[config.mk]
export PLATFORM = sky130hd
export DESIGN_NAME = psx_adpcm_block_decoder_unit
export DESIGN_NICKNAME = d
export VERILOG_FILES = /design/src/design/psxa_pkg.sv /design/src/design/psxa_mac.sv /design/src/design/psxa_hist.sv /design/src/design/psx_adpcm_block_decoder_unit.sv
export SDC_FILE = /design/constraint.sdc
export NUM_CORES = 1
export LEC_CHECK = 0
export BUFFER_PORTS_ARGS = -buffer_cell sky130_fd_sc_hd__buf_2
export CAP_MARGIN = 30
export CORE_MARGIN = 5
export CORE_UTILIZATION = 56
export CTS_CLUSTER_DIAMETER = 150
export DETAILED_ROUTE_END_ITERATION = 16
export PLACE_DENSITY = 0.75
export SETUP_SLACK_MARGIN = 0.2
export SYNTH_ARGS = -nofsm -noshare
export SYNTH_HDL_FRONTEND = slang
export SYNTH_SLANG_ARGS = --single-unit
[constraint.sdc]
create_clock -name i_clk -period 8.65 [get_ports i_clk]
set_clock_uncertainty 0.2 [all_clocks]
set_input_delay 1.2975 -clock i_clk [delete_from_list [all_inputs] [get_ports i_clk]]
set_output_delay 1.2975 -clock i_clk [all_outputs]
set_load 0.01 [all_outputs]
[src/design/psxa_pkg.sv]
`default_nettype none
// ----------------------------------------------------------------------------
// psxa_pkg
// Shared types, constants and coefficient tables of the ADPCM block decoder.
// ----------------------------------------------------------------------------
package psxa_pkg;

    localparam int MAX_CHANNELS_DEF = 2;

    localparam int HIST_W  = 32;
    localparam int COEF_W  = 8;
    localparam int PROD_W  = HIST_W + COEF_W;
    localparam int ACC_W   = PROD_W + 1;
    localparam int PRED_SH = 6;
    localparam int PRED_W  = ACC_W - PRED_SH;
    localparam int SCALE_W = 17;
    localparam int SUM_W   = PRED_W + 1;

    localparam logic [3:0] POS_HEADER = 4'd0;
    localparam logic [3:0] POS_FLAGS  = 4'd1;
    localparam logic [3:0] POS_DATA0  = 4'd2;

    localparam logic [3:0] PRED_MAX      = 4'd4;
    localparam logic [3:0] SHIFT_MAX     = 4'd12;
    localparam logic [3:0] SHIFT_DEFAULT = 4'd9;

    typedef struct packed {
        logic [7:0] byte_value;
        logic       channel;
    } t_in_word;

    typedef struct packed {
        logic signed [15:0] sample;
        logic               sample_channel;
        logic [4:0]         sample_pos;
        logic               last_of_run;
    } t_out_word;

    typedef struct packed {
        logic en;
        logic clear;
    } t_mac_ctrl;

    function automatic logic signed [COEF_W-1:0] coef_a(input logic [2:0] p);
        logic signed [COEF_W-1:0] c;
        case (p)
            3'd1:    c = 8'sd60;
            3'd2:    c = 8'sd115;
            3'd3:    c = 8'sd98;
            3'd4:    c = 8'sd122;
            default: c = 8'sd0;
        endcase
        return c;
    endfunction

    function automatic logic signed [COEF_W-1:0] coef_b(input logic [2:0] p);
        logic signed [COEF_W-1:0] c;
        case (p)
            3'd2:    c = -8'sd52;
            3'd3:    c = -8'sd55;
            3'd4:    c = -8'sd60;
            default: c = 8'sd0;
        endcase
        return c;
    endfunction

endpackage
`default_nettype wire

[src/design/psxa_mac.sv]
`default_nettype none
// ----------------------------------------------------------------------------
// psxa_mac
// Shared 32x8 signed multiply-accumulate unit for the prediction term.
// ----------------------------------------------------------------------------
module psxa_mac (
    input  wire logic                                  i_clk,
    input  wire psxa_pkg::t_mac_ctrl                   i_ctrl,
    input  wire logic signed [psxa_pkg::HIST_W-1:0]    i_a,
    input  wire logic signed [psxa_pkg::COEF_W-1:0]    i_c,
    output logic signed [psxa_pkg::ACC_W-1:0]          o_acc
);

    logic signed [psxa_pkg::PROD_W-1:0] w_prod;
    logic signed [psxa_pkg::ACC_W-1:0]  w_prod_ext;
    logic signed [psxa_pkg::ACC_W-1:0]  r_acc;
    logic signed [psxa_pkg::ACC_W-1:0]  n_acc;

    assign w_prod     = i_a * i_c;
    assign w_prod_ext = {w_prod[psxa_pkg::PROD_W-1], w_prod};

    always_comb begin
        n_acc = r_acc;
        if (i_ctrl.en) begin
            if (i_ctrl.clear) begin
                n_acc = w_prod_ext;
            end else begin
                n_acc = r_acc + w_prod_ext;
            end
        end
    end

    always_ff @(posedge i_clk) begin
        r_acc <= n_acc;
    end

    assign o_acc = r_acc;

endmodule
`default_nettype wire

[src/design/psxa_hist.sv]
`default_nettype none
// ----------------------------------------------------------------------------
// psxa_hist
// Per-channel two-deep sample history with one read and one write port.
// ----------------------------------------------------------------------------
module psxa_hist #(
    parameter int MAX_CHANNELS = psxa_pkg::MAX_CHANNELS_DEF,
    parameter int CH_W         = 1
) (
    input  wire logic                                i_clk,
    input  wire logic                                i_rst_n,
    input  wire logic [CH_W-1:0]                     i_ch,
    input  wire logic                                i_wr_en,
    input  wire logic signed [psxa_pkg::HIST_W-1:0]  i_wr_value,
    output logic signed [psxa_pkg::HIST_W-1:0]       o_h1,
    output logic signed [psxa_pkg::HIST_W-1:0]       o_h2
);

    logic signed [psxa_pkg::HIST_W-1:0] r_h1 [MAX_CHANNELS];
    logic signed [psxa_pkg::HIST_W-1:0] r_h2 [MAX_CHANNELS];

    always_ff @(posedge i_clk) begin
        if (!i_rst_n) begin
            for (int i = 0; i < MAX_CHANNELS; i++) begin
                r_h1[i] <= '0;
                r_h2[i] <= '0;
            end
        end else if (i_wr_en) begin
            r_h2[i_ch] <= r_h1[i_ch];
            r_h1[i_ch] <= i_wr_value;
        end
    end

    assign o_h1 = r_h1[i_ch];
    assign o_h2 = r_h2[i_ch];

endmodule
`default_nettype wire

[src/design/psx_adpcm_block_decoder_unit.sv]
`default_nettype none
// ----------------------------------------------------------------------------
// psx_adpcm_block_decoder_unit
// 4-bit ADPCM block decoder: one byte per input word, two samples per data
// byte, prediction through a shared multiply-accumulate unit.
//
// channel   direction  handshake              word
// in        input      i_in_valid/o_in_stall  t_in_word (byte_value, channel)
// out       output     o_out_valid/i_out_stall t_out_word (sample, channel, ...)
//
// header and flag bytes are taken in the idle state; a data byte is accepted,
// then each of its samples takes two multiply-accumulate passes and one
// sum/saturate step, run in turn on the single 32x8 multiplier.
// reset clears history, block position and latched header fields.
// a stalled output holds the sequencer in its sum step; no input is taken
// until both samples of a data byte have been handed to the output register.
// ----------------------------------------------------------------------------
module psx_adpcm_block_decoder_unit #(
    parameter int MAX_CHANNELS = psxa_pkg::MAX_CHANNELS_DEF
) (
    input  wire logic                i_clk,
    input  wire logic                i_rst_n,
    input  wire logic                i_in_valid,
    output logic                     o_in_stall,
    input  wire psxa_pkg::t_in_word  i_in_data,
    output logic                     o_out_valid,
    input  wire logic                i_out_stall,
    output psxa_pkg::t_out_word      o_out_data
);

    localparam int CH_W = (MAX_CHANNELS > 1) ? $clog2(MAX_CHANNELS) : 1;

    typedef enum logic [3:0] {
        ST_IDLE = 4'b0001,
        ST_MUL1 = 4'b0010,
        ST_MUL2 = 4'b0100,
        ST_SUM  = 4'b1000
    } t_state;

    t_state              r_state, n_state;
    logic [3:0]          r_pos;
    logic [2:0]          r_pred;
    logic [3:0]          r_shift;
    logic                r_cur_channel;
    logic [7:0]          r_byte;
    logic [4:0]          r_base;
    logic                r_k;
    logic                r_out_valid;
    psxa_pkg::t_out_word r_out;

    logic                w_in_acc;
    logic                w_out_free;
    logic                w_emit;
    logic [CH_W-1:0]     w_ch_idx;
    logic [3:0]          w_nib;
    logic [3:0]          w_hdr_pred;
    logic [3:0]          w_hdr_shift;
    logic [3:0]          w_pos_m2;

    psxa_pkg::t_mac_ctrl                       w_mac_ctrl;
    logic signed [psxa_pkg::HIST_W-1:0]        w_h1, w_h2, w_mac_a;
    logic signed [psxa_pkg::COEF_W-1:0]        w_mac_c;
    logic signed [psxa_pkg::ACC_W-1:0]         w_acc, w_acc_sh;
    logic signed [psxa_pkg::PRED_W-1:0]        w_pred;
    logic signed [psxa_pkg::SCALE_W-1:0]       w_scale_in, w_scaled;
    logic signed [psxa_pkg::SUM_W-1:0]         w_val;
    logic signed [psxa_pkg::HIST_W-1:0]        w_sat32;
    logic signed [15:0]                        w_sat16;

    assign w_in_acc   = i_in_valid && !o_in_stall;
    assign o_in_stall = (r_state != ST_IDLE);
    assign w_out_free = !r_out_valid || !i_out_stall;
    assign w_emit     = (r_state == ST_SUM) && w_out_free;
    assign w_ch_idx   = CH_W'(r_cur_channel);

    assign w_hdr_pred  = i_in_data.byte_value[7:4];
    assign w_hdr_shift = i_in_data.byte_value[3:0];
    assign w_pos_m2    = r_pos - psxa_pkg::POS_DATA0;

    // shared multiplier operands
    assign w_mac_ctrl.en    = (r_state == ST_MUL1) || (r_state == ST_MUL2);
    assign w_mac_ctrl.clear = (r_state == ST_MUL1);
    assign w_mac_a = (r_state == ST_MUL1) ? w_h1 : w_h2;
    assign w_mac_c = (r_state == ST_MUL1) ? psxa_pkg::coef_a(r_pred)
                                          : psxa_pkg::coef_b(r_pred);

    psxa_mac u_mac (
        .i_clk  (i_clk),
        .i_ctrl (w_mac_ctrl),
        .i_a    (w_mac_a),
        .i_c    (w_mac_c),
        .o_acc  (w_acc)
    );

    psxa_hist #(
        .MAX_CHANNELS (MAX_CHANNELS),
        .CH_W         (CH_W)
    ) u_hist (
        .i_clk      (i_clk),
        .i_rst_n    (i_rst_n),
        .i_ch       (w_ch_idx),
        .i_wr_en    (w_emit),
        .i_wr_value (w_sat32),
        .o_h1       (w_h1),
        .o_h2       (w_h2)
    );

    // sample sum and saturation
    assign w_nib      = r_k ? r_byte[7:4] : r_byte[3:0];
    assign w_scale_in = {w_nib[3], w_nib, 12'd0};
    assign w_scaled   = w_scale_in >>> r_shift;
    assign w_acc_sh   = w_acc >>> psxa_pkg::PRED_SH;
    assign w_pred     = w_acc_sh[psxa_pkg::PRED_W-1:0];
    assign w_val      = {w_pred[psxa_pkg::PRED_W-1], w_pred}
                      + {{(psxa_pkg::SUM_W-psxa_pkg::SCALE_W){w_scaled[psxa_pkg::SCALE_W-1]}},
                         w_scaled};

    always_comb begin
        if (w_val > $signed({{(psxa_pkg::SUM_W-31){1'b0}}, {31{1'b1}}})) begin
            w_sat32 = {1'b0, {31{1'b1}}};
        end else if (w_val < $signed({{(psxa_pkg::SUM_W-31){1'b1}}, {31{1'b0}}})) begin
            w_sat32 = {1'b1, {31{1'b0}}};
        end else begin
            w_sat32 = w_val[psxa_pkg::HIST_W-1:0];
        end
        if (w_sat32 > 32'sd32767) begin
            w_sat16 = 16'sh7fff;
        end else if (w_sat32 < -32'sd32768) begin
            w_sat16 = -16'sh8000;
        end else begin
            w_sat16 = w_sat32[15:0];
        end
    end

    // sequencer
    always_comb begin
        n_state = r_state;
        case (r_state)
            ST_IDLE: begin
                if (w_in_acc && (r_pos != psxa_pkg::POS_HEADER)
                             && (r_pos != psxa_pkg::POS_FLAGS)) begin
                    n_state = ST_MUL1;
                end
            end
            ST_MUL1: n_state = ST_MUL2;
            ST_MUL2: n_state = ST_SUM;
            ST_SUM: begin
                if (w_out_free) begin
                    n_state = r_k ? ST_IDLE : ST_MUL1;
                end
            end
            default: n_state = ST_IDLE;
        endcase
    end

    always_ff @(posedge i_clk) begin
        if (!i_rst_n) begin
            r_state       <= ST_IDLE;
            r_pos         <= '0;
            r_pred        <= '0;
            r_shift       <= '0;
            r_cur_channel <= 1'b0;
            r_k           <= 1'b0;
            r_out_valid   <= 1'b0;
        end else begin
            r_state <= n_state;
            if (w_in_acc) begin
                r_pos <= r_pos + 4'd1;
                r_k   <= 1'b0;
                if (r_pos == psxa_pkg::POS_HEADER) begin
                    r_pred  <= (w_hdr_pred > psxa_pkg::PRED_MAX) ? 3'd0 : w_hdr_pred[2:0];
                    r_shift <= (w_hdr_shift > psxa_pkg::SHIFT_MAX) ? psxa_pkg::SHIFT_DEFAULT
                                                                   : w_hdr_shift;
                    r_cur_channel <= (32'(i_in_data.channel) < MAX_CHANNELS)
                                   ? i_in_data.channel : 1'b0;
                end
            end else if (w_emit) begin
                r_k <= 1'b1;
            end
            if (w_emit) begin
                r_out_valid <= 1'b1;
            end else if (!i_out_stall) begin
                r_out_valid <= 1'b0;
            end
        end
    end

    always_ff @(posedge i_clk) begin
        if (w_in_acc) begin
            r_byte <= i_in_data.byte_value;
            r_base <= {w_pos_m2, 1'b0};
        end
        if (w_emit) begin
            r_out.sample         <= w_sat16;
            r_out.sample_channel <= r_cur_channel;
            r_out.sample_pos     <= r_base | {4'd0, r_k};
            r_out.last_of_run    <= r_k;
        end
    end

    assign o_out_valid = r_out_valid;
    assign o_out_data  = r_out;

    a_out_from_sum: assert property (@(posedge i_clk) disable iff (!i_rst_n)
        $rose(o_out_valid) |-> $past(r_state == ST_SUM))
        else $error("output word raised outside the sum step");

    a_index_range: assert property (@(posedge i_clk) disable iff (!i_rst_n)
        o_out_valid |-> (o_out_data.sample_pos <= 5'd27))
        else $error("sample index beyond block length");

    a_last_parity: assert property (@(posedge i_clk) disable iff (!i_rst_n)
        o_out_valid |-> (o_out_data.last_of_run == o_out_data.sample_pos[0]))
        else $error("last_of_run out of step with sample index");

endmodule
`default_nettype wire

# == Word-level counts from Yosys, hierarchy flattened ==
# Memories as Yosys holds them, arrays and structs flattened. A register that Yosys moved wholly into a read port is not among the register bits.
# Cells that the tools add are included.
# totals
input_bits,13
n_memories,2
ff_bits,94
output_inout_bits,25
mem_bits_rw,128
elab_cells,90
# classes
n_bitwise,2
magnitude_cmp,6
reduce_logical,16
n_eq_ne,13
addsub,4
n_mul,1
muxes,31
shifts,1
# memory_table
memory,depth,width,read_ports,rd_clocked_by_memory_dff,wr,line,text
u_hist.r_h1,2,32,1,1,2,psxa_hist.sv:19,logic signed [psxa_pkg::HIST_W-1:0] r_h1 [MAX_CHANNELS];
u_hist.r_h2,2,32,1,1,2,psxa_hist.sv:20,logic signed [psxa_pkg::HIST_W-1:0] r_h2 [MAX_CHANNELS];
# op_table
cell,count
32-bit two-way mux,5
32-bit OR reduction,2
41-bit by 40-bit adder with 41-bit output,1
41-bit two-way mux,1
32-bit by 8-bit multiplier with 40-bit output,1
35-bit by 17-bit adder with 36-bit output,1
"36-bit by 32-bit greater-than comparator with 1-bit output, second input constant",1
"36-bit by 32-bit < comparator with 1-bit output, second input constant",1
"32-bit by 16-bit greater-than comparator with 1-bit output, second input constant",1
"32-bit by 16-bit < comparator with 1-bit output, second input constant",1
7-bit case mux with 4 select lines,1
8-bit case mux with 3 select lines,1
16-bit by 4-bit >>> shifter with 17-bit output,1
16-bit two-way mux,1
4-bit two-way mux,4
4-bit case mux with 4 select lines,1
1-bit two-way mux,14
8-bit two-way mux,1
"4-bit by 1-bit != test with 1-bit output, second input constant",2
"3-bit by 2-bit == test with 1-bit output, second input constant",2
5-bit by 1-bit OR with 5-bit output,1
"4-bit by 1-bit adder with 4-bit output, second input constant",1
"4-bit by 1-bit == test with 1-bit output, second input constant",1
"4-bit by 2-bit == test with 1-bit output, second input constant",1
19 further kinds,27

# == Longest topological paths before layout ==
# Gate-level depths: netlist (run 1).
# depth
depth_word,8
depth_mapped,39
mapped_depth_nobuf,35

# == Hierarchy ==
# From an unflattened synthesis (run 1), not the netlist that was laid out.
# hier_totals
hier_cells,2551
hier_area_um2,23546.3
# modules_own_cells
module,seq_area_each_um2,cells_per_inst,n_inst,area_each_um2
psxa_mac,1231.2,1447,1,12727.2
psxa_hist,3843.7,449,1,5482.8
psx_adpcm_block_decoder_unit,1381.3,655,1,5336.4

# == Least setup slack after synthesis (run 1) ==
# Ideal clock, no wire load.
# synth_timing
path_kind,register to register
startpoint,register (tool-made name)
endpoint,"register u_mac.r_acc, in the netlist u_mac.o_acc[40], data pin"
path_stages_with_launch,33
setup_slack_ns,-0.296
t_required_ns,8.188
arrival_ns,8.484
setup_time_ns,0.262
period_less_slack_ns,8.946
path_buffers,3
cell_sequence,dfxtp_1 clkbuf_1 buf_1 buf_1 mux2i_1 nand2_1 o21ai_0 nor2_1 fa_1 fa_1 fa_1 inv_1 fa_1 inv_1 ha_1 and3_1 a31o_2 a2111o_1 a2111oi_2 nor3b_1 o21a_1 o21a_1 or4_1 a31oi_1 xnor2_1 ha_1 nand2_1 o31a_1 o31ai_1 nand3_1 and3_1 o21ai_0 xnor2_1
# synth_lines
element,line,text
to (signal assigned),psxa_mac.sv:34,r_acc <= n_acc;
to (decl),psxa_mac.sv:16,logic signed [psxa_pkg::ACC_W-1:0] r_acc;

# == Worst setup path after layout (run 1) ==
# layout_timing
startpoint,register r_pred[0]
endpoint,"register u_mac.r_acc, in the netlist u_mac.o_acc[37], data pin"
# layout_between
elab_chain_cells,6
word_cells_on_any_way,10
classes_between,add/sub: 1; mul: 1; eq/ne: 4; mux: 4
# layout_rtl
element,line,text
from (decl),psx_adpcm_block_decoder_unit.sv:42,logic [2:0] r_pred;
from (signal assigned),psx_adpcm_block_decoder_unit.sv:171,r_pred <= (w_hdr_pred > psxa_pkg::PRED_MAX) ? 3'd0 : w_hdr_pred[2:0];
"3-bit == test, or another cell as far along","psxa_pkg.sv:46, psxa_pkg.sv:58",
7-bit case mux with 4 select lines / 8-bit case mux with 3 select lines (equally long branches),"psxa_pkg.sv:46, psxa_pkg.sv:58",
8-bit two-way mux *,psx_adpcm_block_decoder_unit.sv:84,assign w_mac_c = (r_state == ST_MUL1) ? psxa_pkg::coef_a(r_pred)
32-bit by 8-bit multiplier with 40-bit output *,psxa_mac.sv:19,assign w_prod = i_a * i_c;
41-bit by 40-bit adder with 41-bit output,psxa_mac.sv:28,n_acc = r_acc + w_prod_ext;
41-bit two-way mux *,psxa_mac.sv:25,if (i_ctrl.clear) begin
# Mark *: on every way between the ends. The rest lies on a longest branch, timed or not.
# A chain may end at the register's enable or synchronous reset.

==> out/results.txt, run 1 <==
Dividing the final minimum period by the clock period gives 97.63%. Measured in cells, the most critical reg-to-reg path has a length of 31. The synthesized-area fraction occupied by adder cells was 26.82%.

The clock reaches the later pin of the worst-skew pair after 0.57 ns. The endpoint identified for the worst register-to-register timing path is u_mac.o_acc[37]$_DFFE_PP_. The logs give 3058 for the count of nets after finishing and 0.9613 for the routability-driven placement congestion ratio.

The final critical path time including I/O delays and setup is 8.445 ns. Summed over all cells, the static leakage comes to 11.90 nW. The top achievable clock speed was 118.4 MHz; the fraction of layout cells with a size suffix above 1 was 19.45%. The cell count after synthesis was 2462; the number of search-and-repair iterations in the first detailed-routing pass was 5. The area growth from synthesis to layout is 18.57%. The run gives 0.1702 mV as the peak supply drop.

The total clock buffers created by CTS was 26. TritonCTS built the clock tree. For flop-to-flop paths, the worst setup slack is 0.21 ns.

The multi-input combinational cells in the finished layout cover a total of 15030 um2. The synthesized-area fraction occupied by ao, oa, aoi and oai cells was 13.64%. CTS placed an instance of sky130_fd_sc_hd__clkbuf_16 at the clock tree root. Die footprint: 44140 um2. Hold-critical path endpoint: o_out_data[3]$_DFFE_PP_.

The area share of the leading cell type in the synthesized netlist works out to 27.19%. In this design, the largest share of critical-path delay is due to adder cells. In this run the critical register-to-register path is launched from r_pred[0]$_SDFFE_PN0P_. Once detail routing completed, the nets flagged for antenna violations numbered 0. The floorplan step set the die width to 210.1 um. The maximum fanout count along the critical path is 22. For the number of vias after detailed routing, the log shows 18518.

In this run the most critical hold path is launched from r_base[2]$_DFFE_PP_. Along the worst hold path, the cell count comes to 0. The count of yosys warnings during synthesis was 0. The slowest stage of the critical path belongs to the cell sky130_fd_sc_hd__dfxtp_1.

In this run, placement finished with an instance count of 3155. On the worst path, the slowest cell contributes a delay of 0.56 ns. In this run, the number of DRC markers left after iteration 0 of detailed routing was 1394. For the largest net degree at the start of global routing, the log shows 66. Combinational family with the most area after synthesis: adder cells. The number of max-cap violations came out at 0.

The class of the most critical setup path was flop to flop. In this run, synthesis inferred 203 flip-flops with an integrated enable. The clock input transition at the sequential cells of the worst setup and hold paths is 0.06 ns, and the floorplan core area is 39640 um2.

The first global-routing pass estimated 97.15 mm of wire. The tools report the element type at the critical path end as a flop. For this design, the CTS-stage hold fixing added 0 buffers. The tools report the kind of start point of the critical path as a flop. Xor and xnor area share after synthesis: 4.258%. The run gives 0 as the final count of negative-setup-slack endpoints. The global-route usage over all layers came out at 27.04%. The filler cells instantiated in the layout total 3044. Synthesis inferred 222 register bits. After synthesis, the share of flip-flops with an asynchronous set or reset is 0%. The mean routed wirelength per cell was 18.73 um. The tightest min-delay check is of the flop to flop type. Hold timing on the final database bottoms out at a slack of 0.2203 ns. Measured along the y axis, the die boundary spans 210.1 um. The tools report the via count of the first global-routing pass as 18598. For the sum of routed wire length over all layers, the log shows 60.51 mm. The tools report the final count of pins violating max slew as 0. Global routing finished with a remaining overflow of 0.

The flow ran to the end, and the final reports show no timing, DRC or antenna violations. After floorplanning, the core was divided into 73 placement rows. The fraction of the mapped netlist area in simple logic gates was 15.61%.

For the worst setup path, the data arrival time is 8.56 ns. Hold violation total from the final report: 0. The most frequent cell on the critical path was sky130_fd_sc_hd__fa_1. The clock sink count is 222. 38 I/O pins were placed.

The tools report the number of non-filler instances in the completed layout as 3230. The total inserted antenna cells is 0. Setup repair after global routing could not meet its margin everywhere. The initial antenna violation count is 0, and the multiplexer fraction of the synthesized cell area is 3.756%. The buffer and inverter count on the worst path came out at 5. In the synthesized netlist the dominant register cell turns out to be sky130_fd_sc_hd__edfxtp_1. The average instance in the mapped netlist occupies 9.107 um2.

The run gives 8.77 ns as the endpoint required time on the critical path. Counting along the longest clock path gives a buffer depth of 3. Summing every instance area after synthesis gives 22420 um2.

For the relative slew slack, the log shows 40.37%. In the post-synthesis netlist, the biggest area contributors are sky130_fd_sc_hd__edfxtp_1 (27%), sky130_fd_sc_hd__fa_1 (18%), sky130_fd_sc_hd__ha_1 (8.9%). In the routed design, unresolved DRC markers number 0.

The tools report the area of all sequential standard cells as 6485 um2. Number of port buffers: 37. For the number of library cell types mapped by synthesis, the log shows 78.

The proportion of synthesized chip area in sequential cells was 28.89%. The tools report the number of levels the H-tree was split into as 1. Once the floorplan was initialized, standard cells occupied 56.56% of the core. Using the TritonRoute via totals, the vias-per-cell ratio works out to 5.733. Counting every net in the synthesized netlist gives 2835. The largest total area in the synthesized netlist belongs to sky130_fd_sc_hd__edfxtp_1. Power spread over the standard cell area amounts to 170.5 nW/um2.

The pin slew with the least headroom to its limit was 0.8935 ns; the placed wire-length estimate was 46.14 mm.
kinds of logic (layout without fill, tap and decap cells):
| kind of cell | after synthesis | in the layout |
|---|---|---|
| AOI/OAI and AO/OA | 480 | 480 |
| xor gates and xnor gates | 109 | 109 |
| adders and majority gates | 360 | 360 |
| buffers and inverters | 413 | 656 |
| DFF | 222 | 222 |
| muxes | 81 | 81 |
| and+or+nand+nor | 797 | 797 |
stage by stage:
step | TNS, ns | util, % | area, um2 | worst slack [ns] | total power [mW]
final | 0 | 67.06 | 26580 | 0.2052 | 4.532
after global routing | -0.1098 | 67.06 | 26580 | -0.04012 | 4.794
after CTS | 0 | 65.22 | 25850 | 0.2169 | 4.423
after detailed placement | -0.3563 | 62.72 | 24860 | -0.1305 | 3.254
after global placement | -0.02002 | 62.72 | 24860 | -0.02002 | 3.218
after floorplan | 0 | - | 22650 | 0.2052 | 2.634
synth_stat cells (18+ instances only):
cell,number
sky130_fd_sc_hd__a211oi_1,18
sky130_fd_sc_hd__ha_1,159
sky130_fd_sc_hd__and2_1,20
sky130_fd_sc_hd__clkbuf_1,82
sky130_fd_sc_hd__o21ai_0,102
sky130_fd_sc_hd__o21a_1,21
sky130_fd_sc_hd__nand2b_1,27
sky130_fd_sc_hd__nor2b_1,20
sky130_fd_sc_hd__nor3_1,23
sky130_fd_sc_hd__fa_1,201
sky130_fd_sc_hd__mux2i_1,56
sky130_fd_sc_hd__edfxtp_1,203
sky130_fd_sc_hd__xnor2_1,70
sky130_fd_sc_hd__nand2_1,152
sky130_fd_sc_hd__dfxtp_1,19
sky130_fd_sc_hd__inv_1,312
sky130_fd_sc_hd__xor2_1,39
sky130_fd_sc_hd__a21oi_1,155
sky130_fd_sc_hd__a21o_1,55
sky130_fd_sc_hd__nand3_1,24
sky130_fd_sc_hd__nor2_1,446
sky130_fd_sc_hd__mux2_2,25
report_power, final:
| group | switching, mW | internal [mW] | total [mW] |
|---|---|---|---|
| clock | 0.463 | 0.676 | 1.14 |
| combinational | 1.24 | 0.848 | 2.09 |
| sequential | 0.0413 | 1.27 | 1.31 |
| total | 1.74 | 2.79 | 4.53 |
routing by layer:
layer / global-route usage [%] / routed length [um]
met1: 38.52 / 25770
met2: 43.20 / 27780
met3: 5.224 / 5446
met4: 6.661 / 1519
met5: 0 / 0
registers in the layout (all words and copies together), names as in the netlist, 8 cells and up, named ones only:
register / count
u_mac.o_acc: 41
u_hist.r_h1: 64
o_out_data: 22
r_byte: 8
u_hist.r_h2: 64
placed cells by master, fill, tap and decap left out, drive strengths merged, types with 20 or more instances in the layout:
cell type,instances
nor2,446
inv,313
buf,293
edfxtp,203
fa,201
a21oi,169
ha,159
nand2,152
o21ai,113
xnor2,70
mux2i,56
a21o,55
xor2,39
clkbuf,34
nand2b,27
mux2,25
nand3,25
nor3,23
o21a,21
and2,21
nor2b,20
what timing repair did:
action | in CTS | in global routing
gates cloned | 0 | 2
setup buffers | 6 | 16
setup endpoints to repair | 13 | 15
gates resized for setup | 22 | 125
pin swaps | 23 | 57
worst max path at each step:
stage,to,cells past startpoint,start
final,u_mac.o_acc[37]$_DFFE_PP_,31,r_pred[0]$_SDFFE_PN0P_
after global routing,u_mac.o_acc[40]$_DFFE_PP_,31,r_pred[0]$_SDFFE_PN0P_
after CTS,u_mac.o_acc[39]$_DFFE_PP_,33,r_state[0]$_SDFFE_PN1P_
after detailed placement,u_mac.o_acc[39]$_DFFE_PP_,33,r_state[0]$_SDFFE_PN1P_
after global placement,u_mac.o_acc[39]$_DFFE_PP_,33,r_state[0]$_SDFFE_PN1P_
after floorplan,u_mac.o_acc[39]$_DFFE_PP_,34,r_state[2]$_SDFFE_PN0P_
cell type report:
cell class / count / share of cell area [%]
Sequential cell: 222 / 24.39
Multi-Input combinational cell: 1827 / 56.55
Tap cell: 525 / 2.471
Timing Repair Buffer: 295 / 8.844
Inverter: 313 / 4.419
Clock buffer: 32 / 2.532
Clock inverter: 16 / 0.7860
Note: power is estimated with default switching activity, not from simulation.
==> run 2, diff against run 1 <==
- BUFFER_PORTS_ARGS: -buffer_cell sky130_fd_sc_hd__buf_2 -> default
- DONT_BUFFER_PORTS: default -> 1
- PLACE_DENSITY: 0.75 -> 0.74
==> run 2 against run 1 <==
Wire length increased by 0.72%. Cell count down 1.2%. Die area did not move. Clock power rose by 9.6%. Sequential cell count is the same. Core utilization down 0.45 points. Fmax rose by 0.61%. Hold slack barely moved. Register-to-register slack gained 0.05 ns. Via count increased by 0.42%. Global-route usage increased by 0.18 points. Sequential power barely moved. Largest power group unchanged.
==> out/results.txt, run 2 (same netlist as run 1, synthesis figures left out) <==
Using the TritonRoute via totals, the vias-per-cell ratio works out to 5.826. The number of levels the H-tree was split into was 1; the relative slew slack was 34.67%. The maximum fanout count along the critical path was 8.

Once detail routing completed, the nets flagged for antenna violations numbered 0. The worst register-to-register path ends at u_mac.o_acc[40]$_DFFE_PP_. The initial antenna violation count was 0; the number of search-and-repair iterations in the first detailed-routing pass was 7.

Of the cells placed in the final design, the portion with a size suffix greater than 1 is 18.56%. The run finished with clean final reports. The run gives 0 as the final count of pins violating max slew. TritonCTS built the clock tree. The logs give 60.95 mm for the sum of routed wire length over all layers and 0 ns for the post-route setup TNS.

The worst register-to-register path begins at r_state[0]$_SDFFE_PN1P_. The worst-case IR drop observed on VDD is 0.2037 mV. The detailed router placed 18595 vias in this run. The slowest stage of the critical path is the sky130_fd_sc_hd__or4b_4 cell. Global-route usage over all layers: 27.22%. The tools report the via count of the first global-routing pass as 18680. Setup violations remaining at the end of the flow were counted as 0.

The power per unit of standard cell area is 175.2 nW/um2, and the global-route wire length before repair is 98.04 mm. The destination of the critical timing path was u_mac.o_acc[40]$_DFFE_PP_. For the worst flop-to-flop path, the logic depth is 30. Once placement completed, the tool counted placed cells totaling 3119.

The run gives 119.1 MHz as the top achievable clock speed. In this run the worst setup path begins at r_state[0]$_SDFFE_PN1P_. In this run the standard cell core region covers 39640 um2.

The DRC violation count after routing was 0; the largest stage delay on the critical path was 0.66 ns. The logs give 11.75 nW for the leakage power and 38 for the I/O pin count. The initial utilization of the core area, before any placement, comes to 56.56%. Setup repair after global routing could not meet its margin everywhere. The number of max-cap violations is 0. The worst setup path is launched from a flop. The die covers 44140 um2. The tools report the detailed router's first-iteration violation count as 1345. After the last flow step, the layout net total stands at 3019. In this run the worst hold path is classified as flop to flop. Routability-driven placement finished with a final weighted congestion of 0.9217. The worst register-to-register path has a setup slack of 0.26 ns. The post-synthesis to final-layout area growth is 17.79%. Most frequent cell on the critical path: sky130_fd_sc_hd__fa_1. The mean routed wirelength per cell is 19.09 um, and the vertical die dimension is 210.1 um. The class of the most critical setup path was flop to flop.

For this design, the sink count on the clock tree is 222. In the layout the commonest cells are sky130_fd_sc_hd__nor2_1 (425), sky130_fd_sc_hd__inv_1 (304), sky130_fd_sc_hd__buf_4 (235). Subtracting the final worst setup slack from the clock period gives 8.394 ns. Once detailed placement completed, the half-perimeter wirelength came to 46.39 mm. The floorplan has 73 rows. The hold violation total from the final report came out at 0.

Most common library cell in the layout ignoring fill and taps: sky130_fd_sc_hd__nor2_1. Entering global routing, the biggest net connects 66 pins. The tools report the sum of overflow across all layers after global routing as 0. The data arrival time of the worst path is 8.53 ns, and the clock input transition at the sequential cells of the worst setup and hold paths is 0.06 ns.

STA classifies the critical path endpoint as a flop. For this run, the number of standard cells in the final layout without fillers is 3192. At the pin with the least slew margin, the transition time is 0.9800 ns. The total clock buffers created by CTS was 28. Dividing the final minimum period by the clock period gives 97.04%. The maximum number of buffers from clock root to sink was 3.

STA puts the critical path data required time at 8.78 ns. The horizontal die dimension works out to 210.1 um. The count of buffers added on input and output ports is 0. The clock insertion delay at the later pin of the skew report was 0.58 ns. The total inserted antenna cells is 0.

Cell at the root of the clock tree: sky130_fd_sc_hd__clkbuf_16.
run 2: worst max-delay path: cells and delay by family (launching register included):
family | cells | cell delay [ns]
adders and majority gates | 6 | 2.56
xor gates and xnor gates | 2 | 0.20
and+or+nand+nor | 8 | 1.84
DFF | 1 | 0.32
buffers and inverters | 4 | 0.46
AOI/OAI and AO/OA | 10 | 2.58
run 2: metrics by stage:
stage | power (mW) | utilization (%) | setup WS, ns | hold slack, ns | area (um2)
after CTS | 4.520 | 64.89 | 0.2000 | 0.2243 | 25720
after global routing | 4.864 | 66.62 | -0.002710 | 0.2346 | 26410
after floorplan | 2.634 | - | 0.2052 | 0.2003 | 22650
after detailed placement | 3.245 | 62.14 | -0.1915 | 0.2108 | 24630
after global placement | 3.203 | 62.14 | -0.1128 | 0.2104 | 24630
final | 4.628 | 66.62 | 0.2560 | 0.2199 | 26410
run 2: worst min-delay path by stage:
stage                               to  cells after the start                start
2_1_floorplan  o_out_data[2]$_DFFE_PP_                      0  r_base[1]$_DFFE_PP_
4_1_cts        o_out_data[2]$_DFFE_PP_                      0  r_base[1]$_DFFE_PP_
6_report       o_out_data[2]$_DFFE_PP_                      0  r_base[1]$_DFFE_PP_
3_5_place_dp   o_out_data[2]$_DFFE_PP_                      0  r_base[1]$_DFFE_PP_
5_1_grt        o_out_data[5]$_DFFE_PP_                      0  r_base[4]$_DFFE_PP_
3_3_place_gp   o_out_data[4]$_DFFE_PP_                      0  r_base[3]$_DFFE_PP_
run 2: layout make-up:
type | instances | area [um2]
flip-flops and latches | 222 | 6482
clock inverters | 17 | 254.0
multi-input cells | 1827 | 15030
repair buffers | 254 | 2087
inverters | 313 | 1179
clock buffers | 34 | 723.2
fillers | 3089 | 13230
well taps | 525 | 656.9
run 2: power breakdown:
group | leakage (nW) | internal, mW | switching [mW]
clock | 0.468 | 0.774 | 0.477
sequential | 2.15 | 1.27 | 0.0444
combinational | 9.13 | 0.838 | 1.23
total | 11.8 | 2.88 | 1.75
run 2: per-layer routing:
metal	vias to the layer above	track usage, %	share of wire (%)
met5	-	0	0
met4	0	5.378	2.2
met3	80	4.450	8.9
met2	762	43.75	46
met1	9113	39.65	43
li1	8640	-	-
run 2: repair_timing:
action,CTS,global route
buffers inserted,4,14
setup endpoints to repair,13,15
gates cloned,1,2
gates resized for setup,14,140
pin swaps,17,84
hold buffers,0,0
